### src/rtl/core/urk_pkg.sv
// Shared constants, codes and types for the uptime record keeper.
`timescale 1ns / 1ps
`default_nettype none
package urk_pkg;

	localparam int REC_WORDS = 12;
	localparam int IMG_DEPTH = 2 * REC_WORDS;
	localparam int IMG_AW = $clog2(IMG_DEPTH);
	localparam int STAT_COUNT = 5;

	localparam logic [31:0] MAGIC_WORD = 32'h454E5455;
	localparam logic [31:0] CRC_POLY = 32'hEDB88320;
	localparam logic [31:0] CRC_INIT = 32'hFFFFFFFF;
	localparam logic [31:0] HALF_RANGE = 32'h80000000;
	localparam logic [15:0] VERSION_NUM = 16'h0001;
	localparam logic [15:0] DIRTY_MASK = 16'h0001;
	localparam logic [15:0] FLAG_HB = 16'h0002;

	localparam logic [3:0] CMD_LOAD = 4'd0;
	localparam logic [3:0] CMD_INIT = 4'd1;
	localparam logic [3:0] CMD_ACCUM = 4'd2;
	localparam logic [3:0] CMD_TICK = 4'd3;
	localparam logic [3:0] CMD_SYNC = 4'd4;
	localparam logic [3:0] CMD_MARK_CLEAN = 4'd5;
	localparam logic [3:0] CMD_FLUSH = 4'd6;
	localparam logic [3:0] CMD_GET = 4'd7;
	localparam logic [3:0] CMD_ERASE = 4'd8;

	localparam logic [1:0] ST_OK = 2'd0;
	localparam logic [1:0] ST_NOT_INIT = 2'd1;
	localparam logic [1:0] ST_NO_CLOCK = 2'd2;

	localparam logic [1:0] KIND_STATUS = 2'd0;
	localparam logic [1:0] KIND_RECORD = 2'd1;
	localparam logic [1:0] KIND_STAT = 2'd2;

	localparam logic REG_TICK_FREQ = 1'b0;
	localparam logic REG_PERSIST = 1'b1;

	typedef struct packed {
		logic clear;
		logic start;
	} crc_cmd_t;

endpackage
`default_nettype wire

### src/rtl/core/uptime_record_keeper.sv
// Top level: boot and uptime record keeper with its command sequencer.
// The input channel (in_valid/in_stall) takes one command beat with its load,
// tick and epoch fields. The output channel (out_valid/out_stall) gives the
// result beats of that command, the final one marked by last. Registers are to be
// written through cfg_we/cfg_index/cfg_data only while the block is idle; the
// block itself does not enforce this. A load beat writes the slot image memory
// in the cycle it is accepted and gives no result, nor does an unknown command
// code. Other commands run one at a time; in_stall stays high until the last
// result beat has been loaded into the output register and S_POST has run.
// CRC words are computed in the bit-serial CRC unit and the tick-to-seconds
// fold in the divider. With a nonzero tick_freq, init runs 20 image words and
// 10 record words through the CRC unit plus a re-read of the chosen slot, if
// one is valid, and gives 12 result beats; a store gives 12 beats; get, status
// and erase give one result beat per cycle while the receiver does not stall,
// once any fold is done. When the receiver stalls, the output register holds
// its beat and the sequencer waits. Reset empties the slot images, clears the
// record and puts tick_freq at 32768 and persist_interval at 3600.
`timescale 1ns / 1ps
`default_nettype none
module uptime_record_keeper (
	input  wire logic        clk,
	input  wire logic        arst_n,
	input  wire logic        cfg_we,
	input  wire logic        cfg_index,
	input  wire logic [31:0] cfg_data,
	input  wire logic        in_valid,
	output logic             in_stall,
	input  wire logic [3:0]  cmd,
	input  wire logic        load_slot,
	input  wire logic [3:0]  load_index,
	input  wire logic [31:0] load_data,
	input  wire logic [31:0] now_ticks,
	input  wire logic [31:0] now_epoch,
	output logic             out_valid,
	input  wire logic        out_stall,
	output logic [1:0]       status,
	output logic [1:0]       kind,
	output logic             target_slot,
	output logic [3:0]       word_index,
	output logic [31:0]      word_data,
	output logic             clock_synced,
	output logic             prior_clean,
	output logic             last
);
	import urk_pkg::*;

	typedef enum logic [4:0] {
		S_IDLE, S_VRD, S_VWAIT, S_VCRC, S_PICK, S_TRD, S_TWAIT, S_FIN1, S_FIN2,
		S_FOLD1, S_FOLD2, S_DIVW, S_FOLD3, S_FOLD4, S_DISP, S_TICK1, S_TICK2,
		S_SYNC1, S_SYNC2, S_PREP, S_SEQ, S_SCRC, S_SCRCW, S_EMIT, S_POST
	} state_t;

	typedef enum logic [1:0] {EM_STATUS, EM_STORE, EM_ERASE, EM_STATS} emit_mode_t;

	state_t      state_q;
	emit_mode_t  mode_q;
	logic [1:0]  stat_q;
	logic [4:0]  cnt_q;
	logic [3:0]  cmd_q;
	logic [31:0] ne_q;
	logic [31:0] nt_q;

	logic [31:0] freq_q;
	logic [16:0] interval_q;

	logic [31:0] seq_q, boot_q, unclean_q, session_q, cum_q;
	logic [31:0] boot_epoch_q, hb_q, down_q;
	logic [15:0] flags_q;
	logic        src_q, init_q, prevclean_q, synced_q;
	logic [31:0] last_tick_q, rem_q, persisted_q;

	logic        vslot_q, magok_q, aok_q, bok_q, cond_q;
	logic [3:0]  vidx_q, tidx_q, sidx_q;
	logic [31:0] seqa_q, seqb_q, delta_q;

	logic [IMG_DEPTH-1:0] entry_valid_q;
	logic                 rd_ok_q;
	logic [IMG_AW-1:0]    rd_addr, wr_addr;
	logic                 wr_en;
	logic [31:0]          rd_data, img_word;

	crc_cmd_t    crc_cmd;
	logic [31:0] crc_data, crc_out;
	logic        crc_busy;
	logic        div_start, div_busy;
	logic [31:0] div_q, div_r;

	logic [3:0]  word_sel;
	logic [31:0] word_out;
	logic [31:0] seq_diff;

	logic        in_acc, out_free;
	logic [1:0]  r_status, r_kind;
	logic        r_slot, r_tv, r_pc, r_last;
	logic [3:0]  r_idx;
	logic [31:0] r_data;

	logic        out_valid_q;
	logic [1:0]  status_q, kind_q;
	logic        slot_q, tv_q, pc_q, last_q;
	logic [3:0]  idx_q;
	logic [31:0] data_q;

	function automatic logic [IMG_AW-1:0] slot_addr(input logic slot, input logic [3:0] idx);
		slot_addr = slot ? IMG_AW'(idx) + IMG_AW'(REC_WORDS) : IMG_AW'(idx);
	endfunction

	assign in_stall = (state_q != S_IDLE);
	assign in_acc = in_valid && !in_stall;
	assign out_free = !out_valid_q || !out_stall;

	assign wr_en = in_acc && (cmd == CMD_LOAD) && (load_index < 4'(REC_WORDS));
	assign wr_addr = slot_addr(load_slot, load_index);
	assign rd_addr = (state_q == S_TRD) ? slot_addr(src_q, tidx_q) : slot_addr(vslot_q, vidx_q);
	assign img_word = rd_ok_q ? rd_data : 32'd0;

	urk_ram #(.WIDTH(32), .DEPTH(IMG_DEPTH)) u_img (
		.clk(clk), .we(wr_en), .waddr(wr_addr), .wdata(load_data),
		.raddr(rd_addr), .rdata(rd_data)
	);

	assign crc_cmd.clear = ((state_q == S_VRD) && (vidx_q == 4'd0)) || (state_q == S_SEQ);
	assign crc_cmd.start = ((state_q == S_VWAIT) && (vidx_q != 4'd10)) || (state_q == S_SCRC);
	assign crc_data = (state_q == S_SCRC) ? word_out : img_word;

	urk_crc u_crc (
		.clk(clk), .arst_n(arst_n), .cmd(crc_cmd), .data(crc_data),
		.busy(crc_busy), .crc(crc_out)
	);

	assign div_start = (state_q == S_FOLD2);

	urk_div u_div (
		.clk(clk), .arst_n(arst_n), .start(div_start), .dividend(delta_q + rem_q),
		.divisor(freq_q), .busy(div_busy), .quotient(div_q), .remainder(div_r)
	);

	assign seq_diff = seqa_q - seqb_q;
	assign word_sel = (state_q == S_EMIT) ? cnt_q[3:0] : sidx_q;

	always_comb begin
		case (word_sel)
			4'd0:    word_out = MAGIC_WORD;
			4'd1:    word_out = {flags_q, VERSION_NUM};
			4'd2:    word_out = seq_q;
			4'd3:    word_out = boot_q;
			4'd4:    word_out = unclean_q;
			4'd5:    word_out = session_q;
			4'd6:    word_out = cum_q;
			4'd7:    word_out = boot_epoch_q;
			4'd8:    word_out = hb_q;
			4'd9:    word_out = down_q;
			4'd10:   word_out = crc_out;
			default: word_out = 32'd0;
		endcase
	end

	always_comb begin
		r_status = ST_OK;
		r_kind = KIND_STATUS;
		r_slot = 1'b0;
		r_idx = 4'd0;
		r_data = 32'd0;
		r_tv = 1'b0;
		r_pc = 1'b0;
		r_last = 1'b0;
		unique case (mode_q)
			EM_STATUS: begin
				r_status = stat_q;
				r_last = 1'b1;
			end
			EM_STORE: begin
				r_kind = KIND_RECORD;
				r_slot = ~src_q;
				r_idx = cnt_q[3:0];
				r_data = word_out;
				r_last = (cnt_q == 5'(REC_WORDS - 1));
			end
			EM_ERASE: begin
				r_kind = KIND_RECORD;
				r_slot = (cnt_q >= 5'(REC_WORDS));
				r_idx = r_slot ? 4'(cnt_q - 5'(REC_WORDS)) : cnt_q[3:0];
				r_last = (cnt_q == 5'(IMG_DEPTH - 1));
			end
			EM_STATS: begin
				r_kind = KIND_STAT;
				r_idx = cnt_q[3:0];
				r_tv = synced_q;
				r_pc = prevclean_q;
				r_last = (cnt_q == 5'(STAT_COUNT - 1));
				case (cnt_q[2:0])
					3'd0:    r_data = boot_q;
					3'd1:    r_data = unclean_q;
					3'd2:    r_data = session_q;
					3'd3:    r_data = cum_q;
					default: r_data = down_q;
				endcase
			end
		endcase
	end

	always_ff @(posedge clk) begin
		if (state_q == S_EMIT && out_free) begin
			status_q <= r_status;
			kind_q <= r_kind;
			slot_q <= r_slot;
			idx_q <= r_idx;
			data_q <= r_data;
			tv_q <= r_tv;
			pc_q <= r_pc;
			last_q <= r_last;
		end
	end

	always_ff @(posedge clk or negedge arst_n) begin
		if (!arst_n) begin
			entry_valid_q <= '0;
			rd_ok_q <= 1'b0;
		end else begin
			if (wr_en) begin
				entry_valid_q[wr_addr] <= 1'b1;
			end
			rd_ok_q <= entry_valid_q[rd_addr];
		end
	end

	always_ff @(posedge clk or negedge arst_n) begin
		if (!arst_n) begin
			freq_q <= 32'd32768;
			interval_q <= 17'd3600;
		end else if (cfg_we) begin
			unique case (cfg_index)
				REG_TICK_FREQ: freq_q <= cfg_data;
				REG_PERSIST:   interval_q <= cfg_data[16:0];
			endcase
		end
	end

	always_ff @(posedge clk or negedge arst_n) begin
		if (!arst_n) begin
			state_q <= S_IDLE;
			mode_q <= EM_STATUS;
			stat_q <= ST_OK;
			cnt_q <= '0;
			cmd_q <= CMD_LOAD;
			ne_q <= '0;
			nt_q <= '0;
			seq_q <= '0;
			boot_q <= '0;
			unclean_q <= '0;
			session_q <= '0;
			cum_q <= '0;
			boot_epoch_q <= '0;
			hb_q <= '0;
			down_q <= '0;
			flags_q <= '0;
			src_q <= 1'b1;
			init_q <= 1'b0;
			prevclean_q <= 1'b0;
			synced_q <= 1'b0;
			last_tick_q <= '0;
			rem_q <= '0;
			persisted_q <= '0;
			vslot_q <= 1'b0;
			vidx_q <= '0;
			tidx_q <= '0;
			sidx_q <= '0;
			magok_q <= 1'b0;
			aok_q <= 1'b0;
			bok_q <= 1'b0;
			cond_q <= 1'b0;
			seqa_q <= '0;
			seqb_q <= '0;
			delta_q <= '0;
			out_valid_q <= 1'b0;
		end else begin
			if (state_q == S_EMIT && out_free) begin
				out_valid_q <= 1'b1;
			end else if (!out_stall) begin
				out_valid_q <= 1'b0;
			end
			unique case (state_q)
				S_IDLE: begin
					if (in_acc) begin
						cmd_q <= cmd;
						nt_q <= now_ticks;
						ne_q <= now_epoch;
						cnt_q <= '0;
						case (cmd) inside
							CMD_INIT: begin
								seq_q <= '0;
								boot_q <= '0;
								unclean_q <= '0;
								session_q <= '0;
								cum_q <= '0;
								boot_epoch_q <= '0;
								hb_q <= '0;
								down_q <= '0;
								flags_q <= '0;
								src_q <= 1'b1;
								rem_q <= '0;
								persisted_q <= '0;
								prevclean_q <= 1'b0;
								synced_q <= 1'b0;
								if (freq_q == 32'd0) begin
									mode_q <= EM_STATUS;
									stat_q <= ST_NO_CLOCK;
									state_q <= S_EMIT;
								end else begin
									last_tick_q <= now_ticks;
									vslot_q <= 1'b0;
									vidx_q <= '0;
									aok_q <= 1'b0;
									bok_q <= 1'b0;
									state_q <= S_VRD;
								end
							end
							[CMD_ACCUM:CMD_GET]: begin
								if (!init_q) begin
									mode_q <= EM_STATUS;
									stat_q <= ST_NOT_INIT;
									state_q <= S_EMIT;
								end else if (freq_q == 32'd0) begin
									state_q <= S_DISP;
								end else begin
									state_q <= S_FOLD1;
								end
							end
							CMD_ERASE: begin
								mode_q <= EM_ERASE;
								state_q <= S_EMIT;
							end
							default: begin
							end
						endcase
					end
				end
				S_VRD: state_q <= S_VWAIT;
				S_VWAIT: begin
					if (vidx_q == 4'd0) begin
						magok_q <= (img_word == MAGIC_WORD);
					end
					if (vidx_q == 4'd2) begin
						if (vslot_q) begin
							seqb_q <= img_word;
						end else begin
							seqa_q <= img_word;
						end
					end
					if (vidx_q == 4'd10) begin
						if (vslot_q) begin
							bok_q <= magok_q && (img_word == crc_out);
							state_q <= S_PICK;
						end else begin
							aok_q <= magok_q && (img_word == crc_out);
							vslot_q <= 1'b1;
							vidx_q <= '0;
							state_q <= S_VRD;
						end
					end else begin
						state_q <= S_VCRC;
					end
				end
				S_VCRC: begin
					if (!crc_busy) begin
						vidx_q <= vidx_q + 4'd1;
						state_q <= S_VRD;
					end
				end
				S_PICK: begin
					tidx_q <= 4'd1;
					if (aok_q && bok_q) begin
						src_q <= (seq_diff >= HALF_RANGE);
						state_q <= S_TRD;
					end else if (aok_q || bok_q) begin
						src_q <= bok_q;
						state_q <= S_TRD;
					end else begin
						state_q <= S_FIN2;
					end
				end
				S_TRD: state_q <= S_TWAIT;
				S_TWAIT: begin
					case (tidx_q)
						4'd1:    flags_q <= img_word[31:16];
						4'd2:    seq_q <= img_word;
						4'd3:    boot_q <= img_word;
						4'd4:    unclean_q <= img_word;
						4'd5:    session_q <= img_word;
						4'd6:    cum_q <= img_word;
						4'd7:    boot_epoch_q <= img_word;
						4'd8:    hb_q <= img_word;
						default: down_q <= img_word;
					endcase
					if (tidx_q == 4'd9) begin
						state_q <= S_FIN1;
					end else begin
						tidx_q <= tidx_q + 4'd1;
						state_q <= S_TRD;
					end
				end
				S_FIN1: begin
					prevclean_q <= ((flags_q & DIRTY_MASK) == 16'd0);
					if ((flags_q & DIRTY_MASK) != 16'd0) begin
						unclean_q <= unclean_q + 32'd1;
					end
					state_q <= S_FIN2;
				end
				S_FIN2: begin
					boot_q <= boot_q + 32'd1;
					session_q <= '0;
					boot_epoch_q <= '0;
					flags_q <= flags_q | DIRTY_MASK;
					init_q <= 1'b1;
					state_q <= S_SEQ;
				end
				S_FOLD1: begin
					delta_q <= nt_q - last_tick_q;
					last_tick_q <= nt_q;
					state_q <= S_FOLD2;
				end
				S_FOLD2: state_q <= S_DIVW;
				S_DIVW: begin
					if (!div_busy) begin
						state_q <= S_FOLD3;
					end
				end
				S_FOLD3: begin
					session_q <= session_q + div_q;
					state_q <= S_FOLD4;
				end
				S_FOLD4: begin
					cum_q <= cum_q + div_q;
					rem_q <= div_r;
					state_q <= S_DISP;
				end
				S_DISP: begin
					case (cmd_q) inside
						CMD_TICK: state_q <= S_TICK1;
						CMD_SYNC: state_q <= S_SYNC1;
						CMD_MARK_CLEAN, CMD_FLUSH: state_q <= S_PREP;
						CMD_GET: begin
							mode_q <= EM_STATS;
							state_q <= S_EMIT;
						end
						default: begin
							mode_q <= EM_STATUS;
							stat_q <= ST_OK;
							state_q <= S_EMIT;
						end
					endcase
				end
				S_TICK1: begin
					delta_q <= session_q - persisted_q;
					state_q <= S_TICK2;
				end
				S_TICK2: begin
					if (delta_q >= {15'd0, interval_q}) begin
						if (synced_q) begin
							hb_q <= ne_q;
						end
						state_q <= S_SEQ;
					end else begin
						mode_q <= EM_STATUS;
						stat_q <= ST_OK;
						state_q <= S_EMIT;
					end
				end
				S_SYNC1: begin
					delta_q <= ne_q - hb_q;
					cond_q <= ((flags_q & FLAG_HB) != 16'd0) && (hb_q != 32'd0) && (ne_q >= hb_q);
					state_q <= S_SYNC2;
				end
				S_SYNC2: begin
					if (cond_q) begin
						down_q <= down_q + delta_q;
					end
					synced_q <= 1'b1;
					flags_q <= flags_q | FLAG_HB;
					boot_epoch_q <= ne_q;
					hb_q <= ne_q;
					state_q <= S_SEQ;
				end
				S_PREP: begin
					if (synced_q) begin
						hb_q <= ne_q;
					end
					if (cmd_q == CMD_MARK_CLEAN) begin
						flags_q <= flags_q & ~DIRTY_MASK;
					end
					state_q <= S_SEQ;
				end
				S_SEQ: begin
					seq_q <= seq_q + 32'd1;
					sidx_q <= '0;
					state_q <= S_SCRC;
				end
				S_SCRC: state_q <= S_SCRCW;
				S_SCRCW: begin
					if (!crc_busy) begin
						if (sidx_q == 4'd9) begin
							mode_q <= EM_STORE;
							cnt_q <= '0;
							state_q <= S_EMIT;
						end else begin
							sidx_q <= sidx_q + 4'd1;
							state_q <= S_SCRC;
						end
					end
				end
				S_EMIT: begin
					if (out_free) begin
						cnt_q <= cnt_q + 5'd1;
						if (r_last) begin
							state_q <= S_POST;
						end
					end
				end
				S_POST: begin
					if (mode_q == EM_STORE) begin
						src_q <= ~src_q;
						persisted_q <= session_q;
					end else if (mode_q == EM_ERASE) begin
						seq_q <= '0;
						boot_q <= '0;
						unclean_q <= '0;
						session_q <= '0;
						cum_q <= '0;
						boot_epoch_q <= '0;
						hb_q <= '0;
						down_q <= '0;
						flags_q <= '0;
						init_q <= 1'b0;
					end
					state_q <= S_IDLE;
				end
				default: state_q <= S_IDLE;
			endcase
		end
	end

	assign out_valid = out_valid_q;
	assign status = status_q;
	assign kind = kind_q;
	assign target_slot = slot_q;
	assign word_index = idx_q;
	assign word_data = data_q;
	assign clock_synced = tv_q;
	assign prior_clean = pc_q;
	assign last = last_q;
endmodule
`default_nettype wire

### src/rtl/core/urk_ram.sv
// Generic single-port-write, registered-read RAM.
`timescale 1ns / 1ps
`default_nettype none
module urk_ram #(
	parameter int WIDTH = 32,
	parameter int DEPTH = 24
) (
	input  wire logic                     clk,
	input  wire logic                     we,
	input  wire logic [$clog2(DEPTH)-1:0] waddr,
	input  wire logic [WIDTH-1:0]         wdata,
	input  wire logic [$clog2(DEPTH)-1:0] raddr,
	output logic      [WIDTH-1:0]         rdata
);
	logic [WIDTH-1:0] mem_q [DEPTH];

	always_ff @(posedge clk) begin
		if (we) begin
			mem_q[waddr] <= wdata;
		end
		rdata <= mem_q[raddr];
	end
endmodule
`default_nettype wire

### src/rtl/core/urk_crc.sv
// Bit-serial reflected CRC32 unit, one data bit per cycle.
`timescale 1ns / 1ps
`default_nettype none
module urk_crc (
	input  wire logic              clk,
	input  wire logic              arst_n,
	input  wire urk_pkg::crc_cmd_t cmd,
	input  wire logic [31:0]       data,
	output logic                   busy,
	output logic [31:0]            crc
);
	import urk_pkg::*;

	logic [31:0] c_q;
	logic [31:0] dat_q;
	logic [4:0]  bit_q;
	logic        busy_q;
	logic        fb;

	assign fb = c_q[0] ^ dat_q[0];
	assign busy = busy_q;
	assign crc = ~c_q;

	always_ff @(posedge clk or negedge arst_n) begin
		if (!arst_n) begin
			c_q <= CRC_INIT;
			dat_q <= '0;
			bit_q <= '0;
			busy_q <= 1'b0;
		end else if (cmd.clear) begin
			c_q <= CRC_INIT;
			busy_q <= 1'b0;
		end else if (cmd.start) begin
			dat_q <= data;
			bit_q <= '0;
			busy_q <= 1'b1;
		end else if (busy_q) begin
			c_q <= (c_q >> 1) ^ (fb ? CRC_POLY : 32'd0);
			dat_q <= dat_q >> 1;
			bit_q <= bit_q + 5'd1;
			if (bit_q == 5'd31) begin
				busy_q <= 1'b0;
			end
		end
	end
endmodule
`default_nettype wire

### src/rtl/core/urk_div.sv
// Restoring 32-bit divider, one quotient bit per cycle.
`timescale 1ns / 1ps
`default_nettype none
module urk_div (
	input  wire logic        clk,
	input  wire logic        arst_n,
	input  wire logic        start,
	input  wire logic [31:0] dividend,
	input  wire logic [31:0] divisor,
	output logic             busy,
	output logic [31:0]      quotient,
	output logic [31:0]      remainder
);
	logic [31:0] rem_q;
	logic [31:0] quo_q;
	logic [31:0] dvs_q;
	logic [4:0]  step_q;
	logic        busy_q;
	logic [32:0] shifted;
	logic [32:0] diff;
	logic        ge;

	assign shifted = {rem_q, quo_q[31]};
	assign ge = shifted >= {1'b0, dvs_q};
	assign diff = shifted - {1'b0, dvs_q};
	assign busy = busy_q;
	assign quotient = quo_q;
	assign remainder = rem_q;

	always_ff @(posedge clk or negedge arst_n) begin
		if (!arst_n) begin
			rem_q <= '0;
			quo_q <= '0;
			dvs_q <= '0;
			step_q <= '0;
			busy_q <= 1'b0;
		end else if (start) begin
			rem_q <= '0;
			quo_q <= dividend;
			dvs_q <= divisor;
			step_q <= '0;
			busy_q <= 1'b1;
		end else if (busy_q) begin
			rem_q <= ge ? diff[31:0] : shifted[31:0];
			quo_q <= {quo_q[30:0], ge};
			step_q <= step_q + 5'd1;
			if (step_q == 5'd31) begin
				busy_q <= 1'b0;
			end
		end
	end
endmodule
`default_nettype wire

### config.mk
export PLATFORM = sky130hd
export DESIGN_NAME = uptime_record_keeper
export DESIGN_NICKNAME = d
export VERILOG_FILES = /design/src/rtl/core/urk_pkg.sv /design/src/rtl/core/uptime_record_keeper.sv /design/src/rtl/core/urk_ram.sv /design/src/rtl/core/urk_crc.sv /design/src/rtl/core/urk_div.sv
export SDC_FILE = /design/constraint.sdc
export NUM_CORES = 2
export LEC_CHECK = 0
export BUFFER_PORTS_ARGS = -buffer_cell sky130_fd_sc_hd__buf_2
export CORE_MARGIN = 4
export CORE_UTILIZATION = 40
export DETAILED_ROUTE_END_ITERATION = 12
export PLACE_DENSITY = 0.62
export SLEW_MARGIN = 15
export SYNTH_ARGS = -nofsm -noshare
export SYNTH_HDL_FRONTEND = slang
export SYNTH_SLANG_ARGS = --single-unit
### constraint.sdc
create_clock -name clk -period 6.2 [get_ports clk]
set_input_delay 0 -clock clk [delete_from_list [all_inputs] [get_ports clk]]
set_output_delay 0 -clock clk [all_outputs]
set_load 0.01 [all_outputs]
==> flow_summary.ini <==
[floorplan]
core.rowCount = 169
floorplan.initialDensity = 0.4018
core-area_sq_mm = 0.2121
fp.dieH_um = 469.5
io-pin-count = 189
fp.dieW_um = 469.5
die_area_sq_mm = 0.2205

[synthesis]
edff_count_synth = 812
synth_sequential_area_ratio = 0.5333
synthMostInstantiatedCell = sky130_fd_sc_hd__edfxtp_1
async_flop_share = 0.4910
syn_avg_cell_area_sq_um = 11.29
yosys.area.top_type_share = 0.2862
synth_top_cell_by_area = sky130_fd_sc_hd__edfxtp_1
ys_seq_elements = 1658
synthesis.instances = 7544
synth_ff_type = sky130_fd_sc_hd__edfxtp_1
netlist_top_cells_area = sky130_fd_sc_hd__edfxtp_1 (29%), sky130_fd_sc_hd__dfrtp_1 (23%), sky130_fd_sc_hd__mux4_2 (5.2%)
yosysWarnings = 0
post_synthesis_instance_area_sq_mm = 0.08521
synth.cells.most_frequent = sky130_fd_sc_hd__edfxtp_1 (812), sky130_fd_sc_hd__dfrtp_1 (776), sky130_fd_sc_hd__nand2_1 (747)
number_of_distinct_standard_cells_referenced_by_the_synthesized_netlist = 104
postSynthNetCount = 8029

[clock_tree]
clock_sink_count = 1658
cts.reportedPaths.clkPinSlew_ns = 0.07
holdBufCountCts = 266
clk_root_buffer_cell = sky130_fd_sc_hd__clkbuf_16
worst_skew_pair.late_latency_ns = 0.90
clock_tree.htree_level_count = 4
tritoncts = done
cts-root-to-sink-buffers = 3
cts_made_buffers = 180
cts_post_setup_buffers_inserted = 0
cells_resized_by_post_cts_repair = 0

[sta]
timing_worst_slew_pin_value_ns = 1.284
worst_slew_margin_rel = 0.1405
finalCriticalPeriod_ns = 4.915
hold_viol = 0
achievable-frequency_ghz = 0.2035
grt_setup_unrepaired = false
setup_viol = 0
fin_skew_ns = 0.1080
fin_setup_tns_ns = 0
maxSlewViolCount = 0
finalCritPeriodShare = 0.7927

[global_routing]
grt_pass1_wl_mm = 445.5
first_global_vias = 63720
track_usage = 0.2708
grt_max_degree = 160
grt_overflow = 0
initial_antenna_violation_count = 29

[place]
place_congestion = 0.9623
dp.final_hpwl_mm = 217.5
portBuffers = 188

[power_and_ir_drop]
clkPwrFrac = 0.231
p_int_uw = 28490
combinationalPowerShare = 0.430
p_leak_uw = 0.03936
switching_share = 0.4201
net-switching-power_uw = 20640
p_per_area_mw_per_mm2 = 495.9
sequentialPowerShare = 0.339
ir_worst_vdd_v = 0.0004231

[drt]
routed-via-count = 66280
route.detailed.drc = 0
pre_repair_dr_iteration_count = 9
drt-vias-per-instance = 6.052
number_of_violations_reported_at_the_end_of_detailed_routing_iteration_0 = 7622
routed_wirelength_mm = 306.2
routedWlPerCell_um = 27.96
route.antenna.remaining_nets = 0

[critical_path]
critical-path-max-stage-delay_ns = 1.04
setup_cp_type = reg -> reg
worst_ep_required_time_ns = 6.77
crit_path_cell_trace = nor2_2, nand2_1, nor2_2, nand2_1, nor4b_1, nand3b_1, nor2_4, buf_4
worstPathArrival_ns = 5.48
r2r-start = state_q[1]
critPathLaunchType = register
critPathBufInv = 1
r2r_cells = 8
critical_path_end_type = register
critical_path.startpoint = state_q[1]
critical_path_cell_count = 8
worst_path_max_delay_cell = sky130_fd_sc_hd__nor2_4
cp_max_fo = 25
critical_path.top_delay_family = simple AND/OR/NAND/NOR gates

[min_path]
hold_path.startpoint = cfg_data[0]
worstHoldPathCells = 3
min_path_type = in -> reg

[cells_and_area]
top_register = u_img.mem_q
sequential_cell_area_sq_mm = 0.04545
fillers = 19000
area_growth_pct = 16.27
num-nets-final = 8448
post_route_cells_drive_above_1_share = 0.1467
multi_input_area_sq_mm = 0.03769
final_cell_utilization_of_the_core = 0.4671
largest_reg_flops = 768

[status]
status = finished, final reports clean

[run]
max_cap_violations = 0
[logic make-up after synthesis]
family / Yosys count / share of synthesized area
XOR/XNOR: 247 / 0.02539
flip-flops: 1658 / 0.5333
multiplexers: 520 / 0.09249
adder cells (fa/ha/maj): 342 / 0.05092
buffers and inverters: 648 / 0.02996
AO/OA/AOI/OAI: 2261 / 0.1681
AND/OR/NAND/NOR: 1868 / 0.09985
[cell type report]
class / count / area share
inverter: 272 / 0.01031
clock inverter: 103 / 0.01332
tap: 2821 / 0.03563
sequential: 1658 / 0.4587
antenna: 15 / 0.0003789
clock buffer: 232 / 0.05058
timing repair buffer: 613 / 0.05059
multi-input combinational: 5238 / 0.3805
[power groups by stage]
stage	Clock, uW	Combinational, uW	Sequential (uW)
2_1_floorplan	0	15300	14800
3_3_place_gp	0	20200	16700
3_5_place_dp	0	20500	16700
4_1_cts	11500	20900	16500
5_1_grt	12000	23000	16700
6_report	11300	21100	16700
[path summary, 6_finish.rpt]
check | to | slack, ns
setup / recovery | u_img.mem_q[18][27] | 1.29
hold / removal | freq_q[0] | 0.04
setup reg to reg | u_img.mem_q[18][27] | 1.29
hold reg to reg | entry_valid_q[1] | 0.46
max in group asynchronous | rd_ok_q | 4.74
min in group asynchronous | interval_q[4] | 0.42
[tightest hold or removal path, cell delays in order]
cell and delay, ns:
sky130_fd_sc_hd__dlygate4sd3_1 0.53, sky130_fd_sc_hd__buf_2 0.17, sky130_fd_sc_hd__mux2_2 0.16
[metrics by stage]
stage / hold WS, ns / instances / area [sq um] / setup slack (ns) / total power, uW
global route: 0.01495 / 10940 / 99050 / 1.005 / 51690
floorplan: -0.2956 / 7544 / 85210 / 1.683 / 30070
finish: 0.04075 / 10950 / 99070 / 1.285 / 49130
detailed placement: 0.1567 / 10340 / 90020 / 1.384 / 37290
global placement: 0.1532 / 10340 / 90020 / 1.528 / 36940
CTS: 0.003710 / 10940 / 99030 / 1.354 / 48930
[per-layer routing]
metal | vias to the layer above | track usage | wire (um)
met5 | - | 0.002379 | 181
met4 | 18 | 0.1223 | 15890
met2 | 2993 | 0.4287 | 141300
met3 | 730 | 0.05592 | 24240
li1 | 29240 | - | -
met1 | 33300 | 0.3591 | 124500
[cell usage in the layout, fill, tap and decap left out, drive strengths merged, types with 47 or more instances in the layout]
cell type and instances:
a21o 158, a21oi 559, a221oi 52, a22o 85
a22oi 105, a31oi 103, and3 80, buf 348
clkbuf 232, clkinv 71, dfrtp 776, dlygate4sd3 265
edfxtp 812, ha 334, inv 275, mux2 159
mux2i 163, mux4 198, nand2 748, nand2b 47
nand3 139, nand4 49, nor2 491, nor3 86
o211ai 65, o21a 59, o21ai 697, xnor2 132
xor2 115
Power figures use the tool's default switching activity.
